<file path="src/rtl/assert_macros.svh">
// assertion macros used by the top-level rtl file
`ifndef ASSERT_MACROS_SVH
`define ASSERT_MACROS_SVH

// property must hold at every rising clock edge outside reset
`define ASSERT_ALWAYS(label, clk, rst, prop) \
   label: assert property (@(posedge clk) disable iff (rst) (prop)) \
      else $error("assertion failed");

// consequent must hold in the cycle after the antecedent
`define ASSERT_NEXT(label, clk, rst, ante, cons) \
   label: assert property (@(posedge clk) disable iff (rst) (ante) |=> (cons)) \
      else $error("assertion failed");

`endif

</file>
<file path="src/rtl/vai_pkg.sv">
// types, constants and the arctangent table for the viewing angle pipeline
package vai_pkg;

   // cordic datapath: scaled inputs stay below 2^56, gained results below 2^59
   localparam int DATA_W   = 61;
   // angle accumulator in units of 2^-16 tenth of a degree
   localparam int ANGLE_W  = 30;
   localparam int ANG_FRAC = 16;
   // scaled differences sit at this magnitude whatever the coordinate width
   localparam int SCALE_TOP = 56;

   localparam int AZ_W  = 12;
   localparam int INC_W = 11;
   localparam int RSP_W = 24;

   localparam logic signed [ANGLE_W-1:0] ANG_HALF     = 30'sd32768;
   localparam logic signed [ANGLE_W-1:0] AZ_HALF_TURN = 30'sd117964800;
   localparam logic signed [ANGLE_W-1:0] AZ_FULL_TURN = 30'sd235929600;

   localparam logic [AZ_W-1:0] AZ_WRAP          = 12'd3600;
   localparam logic [AZ_W-1:0] AZ_QUARTER       = 12'd900;
   localparam logic [AZ_W-1:0] AZ_HALF          = 12'd1800;
   localparam logic [AZ_W-1:0] AZ_THREE_QUARTER = 12'd2700;

   localparam logic [INC_W-1:0] INC_LIMIT = 11'd900;

   typedef struct packed {
      logic signed [DATA_W-1:0]  x;
      logic signed [DATA_W-1:0]  y;
      logic signed [ANGLE_W-1:0] z;
   } vec_type;

   typedef struct packed {
      logic flat_zero;
      logic dx_zero;
      logic dy_zero;
      logic dx_neg;
      logic dy_pos;
      logic dz_zero;
      logic dz_pos;
   } side_type;

   typedef struct packed {
      side_type        flags;
      logic [AZ_W-1:0] az;
   } mid_type;

   // round(atan(2^-i)) in accumulator units
   function automatic logic signed [ANGLE_W-1:0] atan_step(input int stage);
      logic signed [ANGLE_W-1:0] angle;
      case (stage)
         0:       angle = 30'sd29491200;
         1:       angle = 30'sd17409672;
         2:       angle = 30'sd9198793;
         3:       angle = 30'sd4669451;
         4:       angle = 30'sd2343786;
         5:       angle = 30'sd1173036;
         6:       angle = 30'sd586661;
         7:       angle = 30'sd293348;
         8:       angle = 30'sd146676;
         9:       angle = 30'sd73339;
         10:      angle = 30'sd36669;
         11:      angle = 30'sd18335;
         12:      angle = 30'sd9167;
         13:      angle = 30'sd4584;
         14:      angle = 30'sd2292;
         15:      angle = 30'sd1146;
         16:      angle = 30'sd573;
         17:      angle = 30'sd286;
         18:      angle = 30'sd143;
         19:      angle = 30'sd72;
         20:      angle = 30'sd36;
         21:      angle = 30'sd18;
         22:      angle = 30'sd9;
         23:      angle = 30'sd4;
         default: angle = '0;
      endcase
      return angle;
   endfunction

endpackage

</file>
<file path="src/rtl/vai_cordic_cell.sv">
// one vectoring cordic micro-rotation with its output register
module vai_cordic_cell #(
   parameter int STAGE = 0
) (
   input  logic             clock,
   input  logic             advance,
   input  vai_pkg::vec_type vec_i,
   output vai_pkg::vec_type vec_o
);

   localparam logic signed [vai_pkg::ANGLE_W-1:0] STEP_ANGLE = vai_pkg::atan_step(STAGE);

   vai_pkg::vec_type vec_ff;
   vai_pkg::vec_type vec_in;
   logic signed [vai_pkg::DATA_W-1:0] x_shift;
   logic signed [vai_pkg::DATA_W-1:0] y_shift;

   // arithmetic shift rounds toward minus infinity
   always_comb begin
      x_shift = $signed(vec_i.x) >>> STAGE;
      y_shift = $signed(vec_i.y) >>> STAGE;
      if (!vec_i.y[vai_pkg::DATA_W-1]) begin
         vec_in.x = $signed(vec_i.x) + y_shift;
         vec_in.y = $signed(vec_i.y) - x_shift;
         vec_in.z = $signed(vec_i.z) + STEP_ANGLE;
      end else begin
         vec_in.x = $signed(vec_i.x) - y_shift;
         vec_in.y = $signed(vec_i.y) + x_shift;
         vec_in.z = $signed(vec_i.z) - STEP_ANGLE;
      end
   end

   always_ff @(posedge clock) begin
      if (advance) begin
         vec_ff <= vec_in;
      end
   end

   assign vec_o = vec_ff;

endmodule

</file>
<file path="config.mk">
export PLATFORM = sky130hd
export DESIGN_NAME = vai_cordic_cell
export DESIGN_NICKNAME = d
export VERILOG_FILES = /design/src/rtl/assert_macros.svh /design/src/rtl/vai_pkg.sv /design/src/rtl/vai_cordic_cell.sv
export SDC_FILE = /design/constraint.sdc
export NUM_CORES = 1
export LEC_CHECK = 0
export BUFFER_PORTS_ARGS = -buffer_cell sky130_fd_sc_hd__clkbuf_2
export CAP_MARGIN = 20
export CORE_MARGIN = 3
export CORE_UTILIZATION = 42
export DETAILED_ROUTE_END_ITERATION = 16
export PLACE_DENSITY = 0.69
export SKIP_CTS_REPAIR_TIMING = 1
export SLEW_MARGIN = 20
export SYNTH_ARGS = -nofsm -noshare
export SYNTH_HDL_FRONTEND = slang
export SYNTH_SLANG_ARGS = --single-unit
</file>
<file path="constraint.sdc">
create_clock -name clock -period 5.6 [get_ports clock]
set_input_delay 1.12 -clock clock [delete_from_list [all_inputs] [get_ports clock]]
set_output_delay 1.12 -clock clock [all_outputs]
set_load 0.01 [all_outputs]
</file>
==> results_tabular.tex, run 1 <==
\begin{tabular}{lr}
\hline
Metric & Value \\
\hline
\multicolumn{2}{l}{\textbf{Run status}} \\
\quad Result of the run & finished, final reports clean \\
\multicolumn{2}{l}{\textbf{Floorplan}} \\
\quad IO Pins & 306 \\
\quad Starting utilization of the core area & 42.97\% \\
\quad Site row count & 71 \\
\quad Die area & 41,300 um2 \\
\quad Die Ht & 203.2 um \\
\quad Width of the die & 203.2 um \\
\quad Area inside the core boundary & 38,020 um2 \\
\multicolumn{2}{l}{\textbf{Logic synthesis}} \\
\quad Main area contributors after synthesis & sky130\_fd\_sc\_hd\_\_edfxtp\_1 28\%, sky130\_fd\_sc\_hd\_\_ha\_1 16\%, sky130\_fd\_sc\_hd\_\_a21oi\_1 8.5\% \\
\quad Fraction of synthesis flops using an asynchronous set or reset pin & 0\% \\
\quad Cell type contributing the most total cell area after synthesis & sky130\_fd\_sc\_hd\_\_edfxtp\_1 \\
\quad Post-Syn Nets & 2,340 \\
\quad Number of cells produced by synthesis & 1,975 \\
\quad Number of flops mapped to enable cells by yosys & 151 \\
\quad Count of yosys warnings during synthesis & 0 \\
\quad Combined area of all synthesized cells & 16,340 um2 \\
\quad Yosys cell types & 89 \\
\quad Average cell area after synthesis & 8.272 um2 \\
\quad Yosys top cell area share & 27.75\% \\
\quad Portion of the post-synthesis area used by sequential elements & 27.75\% \\
\quad Number of register bits inferred by synthesis & 151 \\
\quad Synth Flop Type & sky130\_fd\_sc\_hd\_\_edfxtp\_1 \\
\multicolumn{2}{l}{\textbf{Clock tree}} \\
\quad Sinks on the clock net & 151 \\
\quad Clock tree from TritonCTS & done \\
\quad Max Root-Sink Buffers & 2 \\
\quad Count of H-tree levels built during CTS & 4 \\
\quad CTS clk-pin slew, worst paths & 70 ps \\
\quad TritonCTS Buffers & 17 \\
\quad Root buf cell & sky130\_fd\_sc\_hd\_\_clkbuf\_16 \\
\multicolumn{2}{l}{\textbf{STA}} \\
\quad Max Clock Freq & 216.5 MHz \\
\quad Final period util & 82.49\% \\
\quad Setup violators final & 0 \\
\quad RSZ-0062 raised after global routing & false \\
\quad Worst rel slew slack & 44.27\% \\
\quad Pin slew with the least headroom to its limit & 814.8 ps \\
\quad TNS Setup & 0 ps \\
\quad Worst setup margin & 980.6 ps \\
\quad Minimum clock period & 4619 ps \\
\quad Slew Limit Fails & 0 \\
\quad Hold violation total from the final report & 0 \\
\multicolumn{2}{l}{\textbf{Finish}} \\
\quad Max FFs per register & 151 \\
\quad Utilization of the core after routing & 49.60\% \\
\quad Fraction of layout instances using a drive strength above 1 & 17.42\% \\
\quad Finished Layout Cells & 2,757 \\
\quad Area growth from synthesis to final layout & 15.42\% \\
\quad Filler Cell Count & 3,727 \\
\quad Post-layout nets & 2,597 \\
\multicolumn{2}{l}{\textbf{Place}} \\
\quad Setup WS pre-CTS & 585.6 ps \\
\quad Final Wtd Congestion & 1.019 \\
\quad Cells after DPL & 2,724 \\
\quad Half-perimeter wire length after placement & 47,190 um \\
\quad Number of buffers inserted by port buffering & 305 \\
\multicolumn{2}{l}{\textbf{Drt}} \\
\quad Post-detailed-route DRC marker count & 0 \\
\quad Average routed wire per standard cell & 21.22 um \\
\quad Remaining number of nets flagged by the antenna check after routing & 0 \\
\quad Via count normalized by instance count & 5.946 \\
\quad Number of DRC markers in iteration 0 & 1,767 \\
\quad Initial DRT Pass Iterations & 6 \\
\quad Post-detailed-routing wire length & 58,510 um \\
\quad Vias after detailed routing & 16.39k \\
\multicolumn{2}{l}{\textbf{Global routing}} \\
\quad Grt ovf & 0 \\
\quad Overall track demand over capacity in global routing & 27.38\% \\
\quad Global-route wire length before repair & 89,330 um \\
\quad Initial antenna violation count & 1 \\
\quad Pin count of the biggest net entering global routing & 83 \\
\quad Number of global-route vias before repair & 15.62k \\
\multicolumn{2}{l}{\textbf{Worst setup path}} \\
\quad Worst path cell trace & clkbuf\_2, inv\_1, ha\_1, inv\_1, a21oi\_1, o31ai\_1, a2111oi\_0, nor4\_1, o211ai\_1, nand2\_1, a21oi\_1, nor3\_1, a21oi\_1, xnor2\_1 \\
\quad Max stage delay on crit path & 610 ps \\
\quad Kind of launch point of the worst setup path & primary input \\
\quad Most frequent cell on the critical path & sky130\_fd\_sc\_hd\_\_a21oi\_1 \\
\quad Endpoint kind of the worst setup timing path & flop \\
\quad Worst setup path class & in2reg \\
\quad CP Data Required Time & 5790 ps \\
\quad Max FO, Critical Path & 14 \\
\quad Data arrival, critical path & 4810 ps \\
\quad Library cell contributing the largest single delay on the critical path & sky130\_fd\_sc\_hd\_\_a2111oi\_0 \\
\multicolumn{2}{l}{\textbf{Run}} \\
\quad Number of maximum-capacitance constraint violations & 0 \\
\multicolumn{2}{l}{\textbf{Power and ir drop}} \\
\quad Pleak & 8.353 nW \\
\quad Maximum vdd ir drop & 0.2154 mV \\
\quad Pwr per Cell Area & 242.7 nW/um2 \\
\multicolumn{2}{l}{\textbf{Hold path}} \\
\quad Class of the worst hold path & in2reg \\
\hline
\end{tabular}
[cells in the final DEF (no fill, tap or decap), drive strengths merged, types with 14 or more instances in the layout]
cell type    n
nor2       145
xnor2      115
a21o        44
a21oi      279
xor2        14
nor4        21
nand4       46
buf         20
nor2b       15
a31oi       14
o31ai       22
nor3        52
edfxtp     151
o21bai      66
inv        188
o21ai      156
o21a        16
o211ai      17
clkbuf     322
nand2      106
ha         207
clkinv      21
nand2b      14
a211oi      16
nand3       27
mux2i       27
[critical path, delay by kind of cell]
family | cells | cell delay, ps
fa+ha+maj | 1 | 560
compound gates | 6 | 2140
simple gates | 3 | 450
xor+xnor | 1 | 150
buf+inv | 3 | 370
[layout make-up]
type	count	area [um2]	share of cell area (%)
diodes	1	2.502	0.01327
clock buffers	19	432.9	2.296
clock inverters	13	122.6	0.6503
inverters	200	752.0	3.988
multi-input cells	1539	10700	56.76
flip-flops and latches	151	4534	24.05
well taps	511	639.4	3.391
repair buffers	323	1670	8.858
[cell families (layout without fill, tap and decap cells)]
kind of cell,after synthesis,after routing,synth area share [%]
muxes,28,28,1.723
other,0,1,0
buffers and inverters,285,555,6.777
AOI/OAI and AO/OA,713,713,27.16
xor gates and xnor gates,129,129,6.915
adders and majority gates,211,211,16.34
DFF,151,151,27.75
and+or+nand+nor,458,458,13.33
[final timing paths]
check	startpoint	endpoint	cells past startpoint
setup / recovery	vec_i[41]	vec_o[149]	14
hold / removal	vec_i[8]	vec_o[8]	1
[cell usage after synthesis, types with 7 or more instances]
cell                       count
sky130_fd_sc_hd__a21oi_1     277
sky130_fd_sc_hd__ha_1        207
sky130_fd_sc_hd__inv_1       181
sky130_fd_sc_hd__o21ai_0     153
sky130_fd_sc_hd__edfxtp_1    151
sky130_fd_sc_hd__nor2_1      144
sky130_fd_sc_hd__xnor2_1     115
sky130_fd_sc_hd__nand2_1     106
sky130_fd_sc_hd__o21bai_1     66
sky130_fd_sc_hd__nor3_1       51
sky130_fd_sc_hd__clkbuf_1     50
sky130_fd_sc_hd__nand4_1      46
sky130_fd_sc_hd__a21o_1       44
sky130_fd_sc_hd__mux2i_1      27
sky130_fd_sc_hd__nand3_1      27
sky130_fd_sc_hd__nor4_1       21
sky130_fd_sc_hd__o31ai_1      21
sky130_fd_sc_hd__buf_2        18
sky130_fd_sc_hd__o211ai_1     17
sky130_fd_sc_hd__a211oi_1     16
sky130_fd_sc_hd__o21a_1       16
sky130_fd_sc_hd__nor2b_1      15
sky130_fd_sc_hd__a31oi_1      14
sky130_fd_sc_hd__buf_1        14
sky130_fd_sc_hd__clkinv_1     14
sky130_fd_sc_hd__nand2b_1     14
sky130_fd_sc_hd__xor2_1       14
sky130_fd_sc_hd__a31o_2        9
sky130_fd_sc_hd__o31a_1        7
sky130_fd_sc_hd__or3_1         7
[power breakdown]
| group | switching, mW | internal [mW] | total, mW |
|---|---|---|---|
| Combinational | 1.21 | 0.669 | 1.88 |
| Sequential | 0.0594 | 1.49 | 1.55 |
| Clock | 0.528 | 0.615 | 1.14 |
[routing by layer]
| metal | track usage (%) | wire length, um | up-vias |
|---|---|---|---|
| met5 | 0 | 10 | - |
| met4 | 9.317 | 1879 | 2 |
| met3 | 4.852 | 5085 | 115 |
| met1 | 38.70 | 25700 | 7754 |
| met2 | 42.35 | 25840 | 870 |
| li1 | - | - | 7651 |
[metrics by stage]
stage | cell area (um2) | hold WS [ps] | power (mW)
finish | 18860 | 834.4 | 4.577
global route | 18850 | 809.5 | 4.812
CTS | 18850 | 811.9 | 4.570
detailed placement | 18300 | 1299 | 3.417
global placement | 18290 | 1297 | 3.402
floorplan | 16340 | 1219 | 2.715
Power figures use the tool's default switching activity.
==> run 2: changes to the inputs <==
- ABC_AREA: not set -> 1
- PLACE_DENSITY: 0.69 -> 0.67
- clock period: 5.6 -> 4.3 ns (I/O delays scaled with it)
==> run 2 against run 1 <==
  * First-iteration DRC count grew 31%
  * Die area grew 33%
  * Critical path depth shrank 2
  * Sequential share of layout area shrank 5.4 points
  * Clock power grew 39%
  * Largest power group unchanged
  * Highest routed layer is now met4
  * Largest cell class unchanged
  * Final area grew 29%
==> results_tabular.tex, run 2 <==
\begin{tabular}{lr}
\hline
Metric & Value \\
\hline
\multicolumn{2}{l}{\textbf{Logic synthesis}} \\
\quad Cell type contributing the most total cell area after synthesis & sky130\_fd\_sc\_hd\_\_nand2\_1 \\
\quad Number of register bits inferred by synthesis & 151 (unchanged) \\
\quad Fraction of synthesis flops using an asynchronous set or reset pin & 0\% (unchanged) \\
\quad Synth Flop Type & sky130\_fd\_sc\_hd\_\_edfxtp\_1 \\
\quad Cell types with the highest counts after synthesis & 1,373 x sky130\_fd\_sc\_hd\_\_nand2\_1, 776 x sky130\_fd\_sc\_hd\_\_inv\_1, 304 x sky130\_fd\_sc\_hd\_\_nand3\_1, 230 x sky130\_fd\_sc\_hd\_\_nor2\_1, 207 x sky130\_fd\_sc\_hd\_\_ha\_1 \\
\quad Count of yosys warnings during synthesis & 0 (unchanged) \\
\quad Portion of the post-synthesis area used by sequential elements & 20.74\% (-7.0 points) \\
\quad Average cell area after synthesis & 5.844 um2 (-29\%) \\
\quad Post-Syn Nets & 4,106 (+75\%) \\
\quad Combined area of all synthesized cells & 21,860 um2 (+34\%) \\
\quad Most repeated cell in the gate-level netlist after synthesis & sky130\_fd\_sc\_hd\_\_nand2\_1 \\
\quad Yosys top cell area share & 23.57\% (-4.2 points) \\
\quad Main area contributors after synthesis & sky130\_fd\_sc\_hd\_\_nand2\_1 24\%, sky130\_fd\_sc\_hd\_\_edfxtp\_1 21\%, sky130\_fd\_sc\_hd\_\_inv\_1 13\% \\
\quad Number of flops mapped to enable cells by yosys & 151 (unchanged) \\
\quad Yosys cell types & 42 (-53\%) \\
\quad Number of cells produced by synthesis & 3,741 (+89\%) \\
\multicolumn{2}{l}{\textbf{Worst setup path}} \\
\quad Endpoint kind of the worst setup timing path & flop \\
\quad Worst path cell trace & clkbuf\_2, inv\_1, ha\_1, nand2\_1, o21ai\_1, nand2\_1, nand2\_1, nand2\_1, nand3\_1, xor2\_1, nand2\_1, o21ai\_0 \\
\quad Library cell contributing the largest single delay on the critical path & sky130\_fd\_sc\_hd\_\_ha\_1 \\
\quad Kind of launch point of the worst setup path & primary input \\
\quad CP Data Required Time & 4430 ps (-1360 ps) \\
\quad Max FO, Critical Path & 12 (-2) \\
\quad Max stage delay on crit path & 550 ps (-60 ps) \\
\quad Worst setup path class & in2reg \\
\quad Data arrival, critical path & 3310 ps (-1500 ps) \\
\quad Most frequent cell on the critical path & sky130\_fd\_sc\_hd\_\_nand2\_1 \\
\multicolumn{2}{l}{\textbf{Hold path}} \\
\quad Worst min-delay path endpoint & vec\_o[15] \\
\quad Source of the worst hold timing path & vec\_i[15] \\
\quad Min-Delay Path Depth & 1 (unchanged) \\
\quad Class of the worst hold path & in2reg \\
\multicolumn{2}{l}{\textbf{Global routing}} \\
\quad Pin count of the biggest net entering global routing & 104 (+25\%) \\
\quad Initial antenna violation count & 1 (unchanged) \\
\quad Overall track demand over capacity in global routing & 31.48\% (+4.1 points) \\
\quad Grt ovf & 0 (unchanged) \\
\quad Number of global-route vias before repair & 22.07k (+41\%) \\
\quad Global-route wire length before repair & 128,200 um (+44\%) \\
\multicolumn{2}{l}{\textbf{Power and ir drop}} \\
\quad Maximum vdd ir drop & 0.3249 mV (+51\%) \\
\quad Pwr per Cell Area & 268.5 nW/um2 (+11\%) \\
\quad Proportion of power drawn by flip-flops and latches & 30.2\% (-3.7 points) \\
\quad Net switching share of the total power & 44.48\% (+5.2 points) \\
\quad Switching power & 2.910 mW (+62\%) \\
\quad Overall power of the completed layout & 6.543 mW (+43\%) \\
\quad Combinational share of power & 45.7\% (+4.6 points) \\
\quad Clock share of power & 24.1\% (-0.9 points) \\
\quad Pleak & 14.08 nW (+69\%) \\
\quad Internal Pwr Total & 3.633 mW (+31\%) \\
\multicolumn{2}{l}{\textbf{Drt}} \\
\quad Via count normalized by instance count & 5.186 (-13\%) \\
\quad Post-detailed-routing wire length & 87,940 um (+50\%) \\
\quad Post-detailed-route DRC marker count & 0 (unchanged) \\
\quad Remaining number of nets flagged by the antenna check after routing & 0 (unchanged) \\
\quad Number of DRC markers in iteration 0 & 2,323 (+31\%) \\
\quad Average routed wire per standard cell & 18.81 um (-11\%) \\
\quad Vias after detailed routing & 24.25k (+48\%) \\
\quad Initial DRT Pass Iterations & 9 (+3) \\
\multicolumn{2}{l}{\textbf{Finish}} \\
\quad Max FFs per register & 151 (unchanged) \\
\quad Post-layout nets & 4,354 (+68\%) \\
\quad Area growth from synthesis to final layout & 11.47\% \\
\quad Leading cell type in the layout, fill and taps excluded & sky130\_fd\_sc\_hd\_\_nand2\_1 \\
\quad Filler Cell Count & 5,643 (+51\%) \\
\quad Fraction of layout instances using a drive strength above 1 & 11.29\% (-6.1 points) \\
\quad Most frequent cells in the layout & 1,373 x sky130\_fd\_sc\_hd\_\_nand2\_1, 775 x sky130\_fd\_sc\_hd\_\_inv\_1, 304 x sky130\_fd\_sc\_hd\_\_nand3\_1 \\
\quad Combined area of the multi-input logic cells & 13,830 um2 (+29\%) \\
\quad Sequential standard cell area & 4534 um2 (unchanged) \\
\multicolumn{2}{l}{\textbf{STA}} \\
\quad Smallest hold slack & 549.1 ps (-285.3 ps) \\
\quad Pin slew with the least headroom to its limit & 1016 ps (+201.6 ps) \\
\quad Max Clock Freq & 314.4 MHz \\
\quad RSZ-0062 raised after global routing & false \\
\quad Hold violation total from the final report & 0 (unchanged) \\
\quad Final period util & 73.97\% \\
\quad Slew Limit Fails & 0 (unchanged) \\
\quad Worst rel slew slack & 32.24\% (-12 points) \\
\quad Setup violators final & 0 (unchanged) \\
\quad Minimum clock period & 3181 ps \\
\quad TNS Setup & 0 ps (unchanged) \\
\multicolumn{2}{l}{\textbf{Clock tree}} \\
\quad Max Root-Sink Buffers & 2 (unchanged) \\
\quad CTS clk-pin slew, worst paths & 70 ps (about the same) \\
\quad Root buf cell & sky130\_fd\_sc\_hd\_\_clkbuf\_16 \\
\quad Sinks on the clock net & 151 (unchanged) \\
\quad TritonCTS Buffers & 17 (unchanged) \\
\quad Count of H-tree levels built during CTS & 4 (unchanged) \\
\quad Clock tree from TritonCTS & done \\
\multicolumn{2}{l}{\textbf{Floorplan}} \\
\quad Site row count & 82 (+15\%) \\
\quad Die Ht & 234.2 um (+15\%) \\
\quad Area inside the core boundary & 50,790 um2 (+34\%) \\
\quad Starting utilization of the core area & 43.05\% (+0.077 points) \\
\quad IO Pins & 306 (unchanged) \\
\quad Width of the die & 234.2 um (+15\%) \\
\quad Die area & 54,830 um2 (+33\%) \\
\multicolumn{2}{l}{\textbf{Place}} \\
\quad Number of buffers inserted by port buffering & 305 (unchanged) \\
\quad Final Wtd Congestion & 1.041 (+2.2\%) \\
\quad Half-perimeter wire length after placement & 74,660 um (+58\%) \\
\multicolumn{2}{l}{\textbf{Run}} \\
\quad Number of maximum-capacitance constraint violations & 0 (unchanged) \\
\multicolumn{2}{l}{\textbf{Run status}} \\
\quad Result of the run & finished, final reports clean \\
\hline
\end{tabular}
-- run 2: cell types whose count changed after synthesis, sizes merged, moves of 41 or more --
cell / change
nand3: +292
nor2: +123
nand2: +1282
xnor2: -109
a21oi: -85
buf: +41
o21bai: -41
a21o: -43
inv: +604
-- run 2: cell families (layout without fill, tap and decap cells) --
kind of cell	count (synthesis)	count (layout)	synth area share, %
compound gates	388	388	9.426
flops	151	151	20.74
fa+ha+maj	211	211	12.21
xor+xnor	52	52	2.083
buf+inv	876	1137	16.02
other cells	0	1	0
simple gates	2063	2063	39.52
-- run 2: layout make-up --
class                   count  area share (%)
diodes                      1         0.01027
clock buffers              18           1.761
clock inverters            14          0.6007
inverters                 790           12.18
multi-input cells        2714           56.73
flip-flops and latches    151           18.61
well taps                 672           3.450
repair buffers            315           6.659
-- run 2: routing by layer --
layer  vias to the layer above  wire length [um]  global-route usage [%]
met3                       146              8175                   6.365
met1                     11000             38570                   43.08
met2                      1079             37640                   48.38
met5                         -                 0                       0
li1                      12030                 -                       -
met4                         0              3553                   12.89
-- run 2: how the worst max path moves through the flow --
| stage | from | endpoint | slack [ps] | cells after the start |
|---|---|---|---|---|
| floorplan | vec_i[90] | vec_o[27] | 1400 | 15 |
| global placement | vec_i[33] | vec_o[115] | 700 | 12 |
| detailed placement | vec_i[63] | vec_o[141] | 690 | 14 |
| CTS | vec_i[63] | vec_o[141] | 1220 | 14 |
| global route | vec_i[63] | vec_o[80] | 1040 | 14 |
| finish | vec_i[33] | vec_o[115] | 1120 | 12 |
-- run 2: worst max-delay path, delay by kind of cell --
family / cells / cell delay, ps
adder cells (fa/ha/maj): 1 / 550
XOR/XNOR: 1 / 100
AO/OA/AOI/OAI: 2 / 690
AND/OR/NAND/NOR: 6 / 940
buffers and inverters: 2 / 140
-- run 2: metrics by stage --
step	worst slack [ps]	utilization [%]	instance area, um2	std cells
6_report	1119	47.98	24370	4675
4_1_cts	1216	47.98	24370	4674
2_1_floorplan	1398	-	21860	3741
3_5_place_dp	690.7	46.85	23790	4642
5_1_grt	1040	47.98	24370	4675
3_3_place_gp	699.2	46.85	23790	4642
-- run 2: power by group through the flow --
stage	Combinational [mW]	Sequential, mW	Clock, mW
detailed placement	2.90	2.00	0
floorplan	1.74	2.08	0
CTS	2.92	1.98	1.61
global placement	2.90	2.00	0
finish	2.99	1.97	1.58
global route	3.26	1.99	1.66
==> run 3: changes to the inputs <==
- PLACE_DENSITY: 0.67 -> 0.7
- clock period: 4.3 -> 2.9 ns (I/O delays scaled with it)
==> run 3 against run 2 <==
  * Critical endpoint is now vec_o[138]
  * Global-route usage is essentially flat
  * Non-clock buffer count rose by 348
  * Worst setup slack got worse by 840 ps
  * Clock power increased by 42%
  * Final cell count rose by 7.6%
  * Flip-flop and latch count unchanged
  * Hold slack worse by 280 ps
  * Critical path type unchanged
  * Critical path depth increased by 2
  * Final area grew 11%
  * Via count increased by 5.0%
  * Die area stayed put
==> results_tabular.tex, run 3 (synthesized netlist as in run 2, its figures left out) <==
\begin{tabular}{lr}
\hline
Metric & Value \\
\hline
\multicolumn{2}{l}{\textbf{STA}} \\
\quad Smallest hold slack & 268.6 ps (-280.5 ps) \\
\quad Minimum clock period & 2624 ps \\
\quad Pin slew with the least headroom to its limit & 807.3 ps (-209.1 ps) \\
\quad Final period util & 90.48\% \\
\quad Slew Limit Fails & 0 (unchanged) \\
\quad RSZ-0062 raised after global routing & false \\
\quad Worst rel slew slack & 46.18\% (+14 points) \\
\quad Setup violators final & 0 (unchanged) \\
\quad Max Clock Freq & 381.1 MHz \\
\quad Worst setup margin & 276.2 ps (-843.0 ps) \\
\quad Hold violation total from the final report & 0 (unchanged) \\
\multicolumn{2}{l}{\textbf{Worst setup path}} \\
\quad Critical Path Sink & vec\_o[138] \\
\quad Endpoint kind of the worst setup timing path & flop \\
\quad Kind of launch point of the worst setup path & primary input \\
\quad Worst setup path class & in2reg \\
\quad Max FO, Critical Path & 9 (-3) \\
\quad CP Data Required Time & 3140 ps (-1290 ps) \\
\quad Critical path startpoint & vec\_i[62] \\
\quad Data arrival, critical path & 2860 ps (-450 ps) \\
\multicolumn{2}{l}{\textbf{Place}} \\
\quad Half-perimeter wire length after placement & 74,830 um (+0.24\%) \\
\quad Final Wtd Congestion & 1.060 (+1.9\%) \\
\quad Number of buffers inserted by port buffering & 305 (unchanged) \\
\quad Setup WS pre-CTS & -147.8 ps (-838.5 ps) \\
\multicolumn{2}{l}{\textbf{Finish}} \\
\quad Fraction of layout instances using a drive strength above 1 & 18.39\% (+7.1 points) \\
\quad Area growth from synthesis to final layout & 23.77\% \\
\quad Filler Cell Count & 5,340 (-5.4\%) \\
\quad Combined area of the multi-input logic cells & 13,830 um2 (unchanged) \\
\quad Max FFs per register & 151 (unchanged) \\
\quad Utilization of the core after routing & 53.28\% (+5.3 points) \\
\quad Most frequent cells in the layout & 1,373 x sky130\_fd\_sc\_hd\_\_nand2\_1, 775 x sky130\_fd\_sc\_hd\_\_inv\_1, 351 x sky130\_fd\_sc\_hd\_\_buf\_4 \\
\quad Post-layout nets & 4,702 (+8.0\%) \\
\quad Leading cell type in the layout, fill and taps excluded & sky130\_fd\_sc\_hd\_\_nand2\_1 \\
\quad Sequential standard cell area & 4534 um2 (unchanged) \\
\multicolumn{2}{l}{\textbf{Clock tree}} \\
\quad Count of H-tree levels built during CTS & 4 (unchanged) \\
\quad CTS clk-pin slew, worst paths & 60 ps (about the same) \\
\quad Root buf cell & sky130\_fd\_sc\_hd\_\_clkbuf\_16 \\
\quad Max Root-Sink Buffers & 2 (unchanged) \\
\quad Clock tree from TritonCTS & done \\
\quad Sinks on the clock net & 151 (unchanged) \\
\quad TritonCTS Buffers & 17 (unchanged) \\
\multicolumn{2}{l}{\textbf{Floorplan}} \\
\quad IO Pins & 306 (unchanged) \\
\quad Width of the die & 234.2 um (unchanged) \\
\quad Die area & 54,830 um2 (unchanged) \\
\quad Area inside the core boundary & 50,790 um2 (unchanged) \\
\quad Site row count & 82 (unchanged) \\
\quad Starting utilization of the core area & 43.05\% (unchanged) \\
\quad Die Ht & 234.2 um (unchanged) \\
\multicolumn{2}{l}{\textbf{Hold path}} \\
\quad Class of the worst hold path & in2reg \\
\quad Source of the worst hold timing path & vec\_i[9] \\
\multicolumn{2}{l}{\textbf{Power and ir drop}} \\
\quad Maximum vdd ir drop & 0.4749 mV (+46\%) \\
\quad Pleak & 15.78 nW (+12\%) \\
\quad Overall power of the completed layout & 10.15 mW (+55\%) \\
\quad Pwr per Cell Area & 375.3 nW/um2 (+40\%) \\
\multicolumn{2}{l}{\textbf{Global routing}} \\
\quad Pin count of the biggest net entering global routing & 122 (+17\%) \\
\quad Number of global-route vias before repair & 23.58k (+6.9\%) \\
\quad Overall track demand over capacity in global routing & 31.44\% (-0.035 points) \\
\quad Grt ovf & 0 (unchanged) \\
\quad Global-route wire length before repair & 129,700 um (+1.2\%) \\
\quad Initial antenna violation count & 7 (+6) \\
\multicolumn{2}{l}{\textbf{Run}} \\
\quad Number of maximum-capacitance constraint violations & 0 (unchanged) \\
\multicolumn{2}{l}{\textbf{Drt}} \\
\quad Vias after detailed routing & 25.45k (+5.0\%) \\
\quad Via count normalized by instance count & 5.061 (-2.4\%) \\
\quad Post-detailed-routing wire length & 87,430 um (-0.58\%) \\
\quad Number of DRC markers in iteration 0 & 2,590 (+11\%) \\
\quad Average routed wire per standard cell & 17.39 um (-7.6\%) \\
\quad Remaining number of nets flagged by the antenna check after routing & 0 (unchanged) \\
\quad Post-detailed-route DRC marker count & 0 (unchanged) \\
\quad Initial DRT Pass Iterations & 6 (-3) \\
\multicolumn{2}{l}{\textbf{Run status}} \\
\quad Result of the run & finished, final reports clean \\
\hline
\end{tabular}
run 3: changes by cell type in the layout (fill, tap and decap cells not counted):
cell	before	now
sky130_fd_sc_hd__inv_6	5	4
sky130_fd_sc_hd__buf_12	1	8
sky130_fd_sc_hd__diode_2	1	6
sky130_fd_sc_hd__buf_4	10	351
sky130_fd_sc_hd__bufinv_16	2	1
sky130_fd_sc_hd__clkinvlp_4	1	3
run 3: per-layer routing:
metal	track usage [%]	part of all wire, %
met1	41.43	42
met4	14.75	4.9
met5	0	0.031
met2	49.51	43
met3	6.183	9.7
run 3: how the worst min path moves through the flow:
stage / cells after the start / to
after floorplan: 0 / vec_o[0]
after global placement: 1 / vec_o[5]
after detailed placement: 1 / vec_o[1]
after CTS: 1 / vec_o[1]
after global routing: 1 / vec_o[6]
final: 1 / vec_o[9]
run 3: worst max-delay path, cell delays in order:
cell                       delay, ps
sky130_fd_sc_hd__clkbuf_2        110
sky130_fd_sc_hd__inv_1            60
sky130_fd_sc_hd__ha_1            450
sky130_fd_sc_hd__nor2_1          260
sky130_fd_sc_hd__inv_1           120
sky130_fd_sc_hd__nor2_1          220
sky130_fd_sc_hd__inv_1           150
sky130_fd_sc_hd__nor4_1          310
sky130_fd_sc_hd__buf_4           190
sky130_fd_sc_hd__nand3_1          90
sky130_fd_sc_hd__nand3_1          80
sky130_fd_sc_hd__nand2_1          70
sky130_fd_sc_hd__nand3_1          80
sky130_fd_sc_hd__nand2_1          70
run 3: where the power goes:
part | leakage, nW | switching (mW) | internal [mW] | total [mW]
clock | 0.263 | 1.07 | 1.18 | 2.25
sequential | 1.48 | 0.126 | 2.80 | 2.93
combinational | 14.0 | 3.17 | 1.81 | 4.98
run 3: final cells by class:
class / instances / share of cell area (%)
clock inverters: 14 / 0.4532
clock buffers: 18 / 1.586
flip-flops and latches: 151 / 16.76
repair buffers: 663 / 15.98
inverters: 790 / 10.97
multi-input cells: 2714 / 51.10
diodes: 6 / 0.05549
well taps: 672 / 3.107
run 3: metrics by stage:
step	setup TNS [ps]	cells	instance area, um2
finish	0	5028	27060
global route	0	5025	27050
CTS	0	5022	27040
detailed placement	-1067	4990	26490
global placement	-904.3	4990	26490
floorplan	0	3741	21860
